## src/rtl/core/pas_pkg.sv

```systemverilog
// ----------------------------------------------------------------------------
// pas_pkg
// Shared constants and types for the packet arrival statistics unit.
// ----------------------------------------------------------------------------
package pas_pkg;

	// Fixed field widths of one packet event.
	localparam int RSSI_W = 8;
	localparam int MODE_W = 2;
	localparam int RATE_W = 8;
	localparam int ANT_W  = 1;

	// Histogram sizes for the signal-mode and antenna bins.
	localparam int MODE_BINS = 4;
	localparam int ANT_BINS  = 2;

	// Pipeline control seen by the rate histogram.
	typedef struct packed {
		logic rd_en;  // an event is accepted this cycle
		logic adv;    // the stage-1 event moves to the output register
	} pas_ctl_t;

endpackage

```

## src/rtl/core/pas_stats.sv

```systemverilog
// ----------------------------------------------------------------------------
// pas_stats
// Running packet figures: count, first and previous time, signal-strength
// and interval bounds, and the signal-mode and antenna histograms.
// ----------------------------------------------------------------------------
module pas_stats #(
	parameter int TIME_BITS  = 48,
	parameter int COUNT_BITS = 32
) (
	input  logic                              clk,
	input  logic                              arst_n,
	input  logic                              adv,
	input  logic [TIME_BITS-1:0]              timestamp_us,
	input  logic signed [pas_pkg::RSSI_W-1:0] rssi_dbm,
	input  logic [pas_pkg::MODE_W-1:0]        signal_mode,
	input  logic [pas_pkg::ANT_W-1:0]         antenna,
	output logic [COUNT_BITS-1:0]             record_index,
	output logic [COUNT_BITS-1:0]             packet_total,
	output logic [TIME_BITS-1:0]              first_time_us,
	output logic signed [pas_pkg::RSSI_W-1:0] rssi_low,
	output logic signed [pas_pkg::RSSI_W-1:0] rssi_high,
	output logic [TIME_BITS-1:0]              gap_low_us,
	output logic [TIME_BITS-1:0]              gap_high_us,
	output logic [COUNT_BITS-1:0]             mode_bin_count,
	output logic [COUNT_BITS-1:0]             antenna_bin_count
);

	localparam logic [COUNT_BITS-1:0] CNT_MAX = '1;
	localparam logic [COUNT_BITS-1:0] CNT_ONE = COUNT_BITS'(1);

	logic [COUNT_BITS-1:0]             cnt_q;
	logic [TIME_BITS-1:0]              first_q;
	logic [TIME_BITS-1:0]              prev_q;
	logic signed [pas_pkg::RSSI_W-1:0] rlo_q;
	logic signed [pas_pkg::RSSI_W-1:0] rhi_q;
	logic [TIME_BITS-1:0]              glo_q;
	logic [TIME_BITS-1:0]              ghi_q;
	logic [COUNT_BITS-1:0]             mode_q [pas_pkg::MODE_BINS];
	logic [COUNT_BITS-1:0]             ant_q [pas_pkg::ANT_BINS];
	logic [TIME_BITS-1:0]              gap;
	logic [COUNT_BITS-1:0]             mode_old;
	logic [COUNT_BITS-1:0]             ant_old;

	// Interval wraps with the timestamp width.
	assign gap = timestamp_us - prev_q;

	// Next values of all running figures for the stage-1 event.
	always_comb begin
		record_index = cnt_q;
		packet_total = (cnt_q == CNT_MAX) ? cnt_q : cnt_q + 1'b1;
		mode_old     = mode_q[signal_mode];
		ant_old      = ant_q[antenna];
		mode_bin_count    = (mode_old == CNT_MAX) ? mode_old : mode_old + 1'b1;
		antenna_bin_count = (ant_old == CNT_MAX) ? ant_old : ant_old + 1'b1;
		if (cnt_q == '0) begin
			// The first packet seeds the signal-strength bounds and zeroes the interval bounds.
			first_time_us = timestamp_us;
			rssi_low      = rssi_dbm;
			rssi_high     = rssi_dbm;
			gap_low_us    = '0;
			gap_high_us   = '0;
		end else begin
			first_time_us = first_q;
			rssi_low      = (rssi_dbm < rlo_q) ? rssi_dbm : rlo_q;
			rssi_high     = (rssi_dbm > rhi_q) ? rssi_dbm : rhi_q;
			if (cnt_q == CNT_ONE) begin
				// The second packet seeds the interval bounds.
				gap_low_us  = gap;
				gap_high_us = gap;
			end else begin
				gap_low_us  = (gap < glo_q) ? gap : glo_q;
				gap_high_us = (gap > ghi_q) ? gap : ghi_q;
			end
		end
	end

	// State update when the event completes.
	always_ff @(posedge clk or negedge arst_n) begin
		if (!arst_n) begin
			cnt_q   <= '0;
			first_q <= '0;
			prev_q  <= '0;
			rlo_q   <= '0;
			rhi_q   <= '0;
			glo_q   <= '0;
			ghi_q   <= '0;
			for (int i = 0; i < pas_pkg::MODE_BINS; i++) begin
				mode_q[i] <= '0;
			end
			for (int i = 0; i < pas_pkg::ANT_BINS; i++) begin
				ant_q[i] <= '0;
			end
		end else if (adv) begin
			cnt_q                <= packet_total;
			first_q              <= first_time_us;
			prev_q               <= timestamp_us;
			rlo_q                <= rssi_low;
			rhi_q                <= rssi_high;
			glo_q                <= gap_low_us;
			ghi_q                <= gap_high_us;
			mode_q[signal_mode]  <= mode_bin_count;
			ant_q[antenna]       <= antenna_bin_count;
		end
	end

endmodule

```

## config.mk

```make
export PLATFORM = sky130hd
export DESIGN_NAME = pas_stats
export DESIGN_NICKNAME = d
export VERILOG_FILES = /design/src/rtl/core/pas_pkg.sv /design/src/rtl/core/pas_stats.sv
export SDC_FILE = /design/constraint.sdc
export NUM_CORES = 1
export LEC_CHECK = 0
export ABC_CLOCK_PERIOD_IN_PS = 29300
export BUFFER_PORTS_ARGS = -buffer_cell sky130_fd_sc_hd__buf_4
export CORE_UTILIZATION = 58
export CTS_CLUSTER_SIZE = 12
export DETAILED_ROUTE_END_ITERATION = 6
export PLACE_DENSITY = 0.8
export SETUP_SLACK_MARGIN = 0.05
export SLEW_MARGIN = 20
export SYNTH_ARGS = -nofsm -noshare
export SYNTH_HDL_FRONTEND = slang
export SYNTH_SLANG_ARGS = --single-unit
```

## constraint.sdc

```tcl
create_clock -name clk -period 29.3 [get_ports clk]
set_clock_uncertainty 0.2 [all_clocks]
set_input_delay 8.79 -clock clk [delete_from_list [all_inputs] [get_ports clk]]
set_output_delay 8.79 -clock clk [all_outputs]
set_load 0.02 [all_outputs]
```

==> impl_metrics.csv <==
group,metric,value,unit
finish,antennaDiodeCount,0,
routing,routedWlPerCell,19.9,um
power,p_sw_share,44.1,%
sta,hold_violations,0,
routing,drc,0,
finish,instances_no_fill,3991,
floorplanning,core_area,46600,um2
global_routing,grtUsageTotal,32.6,%
placement,dp_slack,4.79,ns
placement,hpwl,56.0,mm
yosys,synth_cells,3090,
yosys,yosys_warnings,0,
clock_network,clock_latency,0.60,ns
routing,vias,24300,
worst_hold_path,min_path_type,"flip-flop to flip-flop",
placement,gp_congestion,0.954,
floorplanning,initial_core_util,58.8,%
yosys,syn_area,27400,um2
yosys,synth_fp_nets,3315,
sta,setup_viol,0,
critical_path,cp_max_fo,40,
power,power_frac_clock,20.0,%
critical_path,reg2reg_from,"prev_q[0]",
power,p_seq_share,26.1,%
sta,clock.fmax,0.0404,GHz
placement,io_buffer_count,349,
floorplanning,dieArea,48100,um2
flow_run,drv_cap,0,
clock_network,postCtsSetupBuffers,0,
global_routing,grt_pass1_vias,23200,
sta,tns,0,ns
power,ir_drop,89.3,uV
power,power_switching,1.35,mW
sta,rsz0062_at_grt,"false",
critical_path,r2r.worst_path.cells,22,
yosys,yosys_register_bits,432,
yosys,syn_avg_cell_area,8.86,um2
floorplanning,row_count,79,
finish,fill_cells,3649,
yosys,synth_cell_type_count,93,
routing,drt_first_pass_iters,6,
finish,syn2layout_area_growth,16.7,%
worst_hold_path,hold_path_end,"ant_q[50]",
clock_network,cts_tree,"done",
global_routing,grt-ovfl-total,0,
sta,finalCritPeriodShare,84.5,%
finish,final_nets,3576,
yosys,synth_edf_count,0,
power,powerDensity,95.9,nW/um2
clock_network,cts.htree.levels,2,
clock_network,numCtsBuffers,49,
placement,place_area,30300,um2
clock_network,clock_path_buffers,3,
critical_path,ff2ff_setup_slack,21.75,ns
critical_path,crit_path_frequent_cell,"buf_4",
status,status,"finished, final reports clean",
critical_path,worstPathArrival,15.77,ns
routing,drt_iter0_markers,2226,
critical_path,r2r_end,"glo_q[42]",
sta,fin_crit,24.76,ns
routing,via_per_inst,6.09,
routing,wl,79.4,mm
sta,tightest_slew,1.12,ns
critical_path,max_stage_delay,0.78,ns
finish,drive_gt1_share,16.8,%
worst_hold_path,hold_depth,2,
clock_network,cts_resized,0,
yosys,ys_async_sr_fraction,100,%
critical_path,worstPathRequired,20.31,ns
finish,final_util,68.7,%
clock_network,clkTransAtPathRegs,0.05,ns
power,leakage,15.8,nW
sta,drv_slew,0,
yosys,yosysSeqAreaShare,39.5,%
power,power,3.06,mW
sta,setup_ws,4.54,ns
critical_path,end_kind,"primary output",
sta,relSlewSlack,25.5,%
power,power_frac_comb,53.9,%
critical_path,slowest_stage,"a2111oi_1",
critical_path,path_cells,"buf_4, inv_1, ha_1, inv_1, fa_1, a21oi_1, o22ai_1, o31ai_1, o211ai_1, a21oi_1, o31ai_1, xnor2_1, ha_1, nand4_1, or3_1, a2111oi_1, o21a_2, buf_4, a211oi_1, a2111oi_0, buf_4",
global_routing,antenna_found_initial,0,
global_routing,grt_start_max_net_pins,99,
placement,place_inst,3906,
sta,whs,0.270,ns
critical_path,crit_start,"timestamp_us[0]",
clock_network,holdBufCountCts,0,
critical_path,path_class,"input port to primary output",
yosys,synthFlopType,"dfrtp_1",
worst_hold_path,worstHoldStart,"ant_q[50]",
finish,finish.instance_area,32000,um2
clock_network,root_buffer,"clkbuf_16",
power,p_int,1.71,mW
routing,antenna_left,0,
global_routing,grt_pass1_wl,125,mm
clock_network,cts.sinks,432,
critical_path,worst_setup_path_start_kind,"input port",
floorplanning,pin_count,350,
floorplanning,die_h,219,um
floorplanning,die_w,219,um
[registers in the layout, summed over array words and instances, names as in the netlist]
register      flops
glo_q            48
ghi_q            48
mode_q          128
ant_q            64
prev_q           48
rlo_q             8
rhi_q             8
record_index     32
first_q          48
[cell usage in the layout (no fill, tap or decap), types with 88 or more instances in the layout]
master	instances
nand2_1	554
dfrtp_1	432
buf_4	378
inv_1	232
o21ai_0	227
nor2_1	190
ha_1	162
a21oi_1	114
xnor2_1	101
a22o_1	88
[power groups by stage]
stage / combinational [mW] / sequential, mW / clock, mW
floorplan: 1.02 / 0.782 / 0
global placement: 1.59 / 0.800 / 0
detailed placement: 1.62 / 0.807 / 0
CTS: 1.63 / 0.798 / 0.620
global route: 1.77 / 0.812 / 0.642
finish: 1.65 / 0.800 / 0.613
[cell type report]
type | instances | area (um2) | area share (%)
Tap cell | 607 | 759 | 2.38
Multi-Input combinational cell | 2252 | 15000 | 47.0
Clock inverter | 11 | 134 | 0.419
Inverter | 234 | 878 | 2.75
Timing Repair Buffer | 382 | 2900 | 9.08
Clock buffer | 73 | 1450 | 4.53
Sequential cell | 432 | 10800 | 33.8
[routing by layer]
metal	vias up	GRT usage, %	wire length [um]
met5	-	0	0
met1	11800	44.9	33700
li1	11300	-	-
met2	1093	51.1	36200
met3	192	5.06	6360
met4	0	13.9	3140
[kinds of logic after synthesis]
logic type	after synthesis	synth area share [%]
DFF	432	39.5
buffers and inverters	406	5.89
and+or+nand+nor	1055	17.6
xor gates and xnor gates	189	6.20
muxes	135	6.61
adders and majority gates	163	7.48
AOI/OAI and AO/OA	710	16.8
[synthesized netlist by cell type (22+ instances only)]
master / n / area [um2]
nand2_1: 556 / 2090
dfrtp_1: 432 / 10800
inv_1: 232 / 871
o21ai_0: 227 / 1140
nor2_1: 192 / 721
ha_1: 162 / 2030
clkbuf_1: 136 / 510
a21oi_1: 115 / 576
xnor2_1: 101 / 885
a22o_1: 88 / 771
xor2_1: 84 / 736
a21o_1: 79 / 593
nand3_1: 72 / 360
mux2i_1: 65 / 651
a31oi_1: 59 / 369
nand4_1: 55 / 344
mux2_2: 39 / 439
mux4_2: 25 / 563
and2_1: 22 / 138
nor3_1: 22 / 110
[how the worst max path moves through the flow]
stage                 endpoint  slack (ns)  cells after the start
2_1_floorplan   gap_low_us[41]        6.41                     20
3_3_place_gp    gap_low_us[42]        4.63                     21
3_5_place_dp    gap_low_us[42]        4.79                     21
4_1_cts         gap_low_us[42]        4.69                     21
5_1_grt        gap_high_us[39]        4.00                     22
6_report        gap_low_us[41]        4.54                     21
[critical path: cells and delay by family]
kind | cells | cell delay [ns]
adders and majority gates | 3 | 0.81
buffers and inverters | 5 | 1.02
AOI/OAI and AO/OA | 10 | 3.89
xor gates and xnor gates | 1 | 0.55
and+or+nand+nor | 2 | 0.67
No activity file was read; power rests on OpenSTA's default activity.
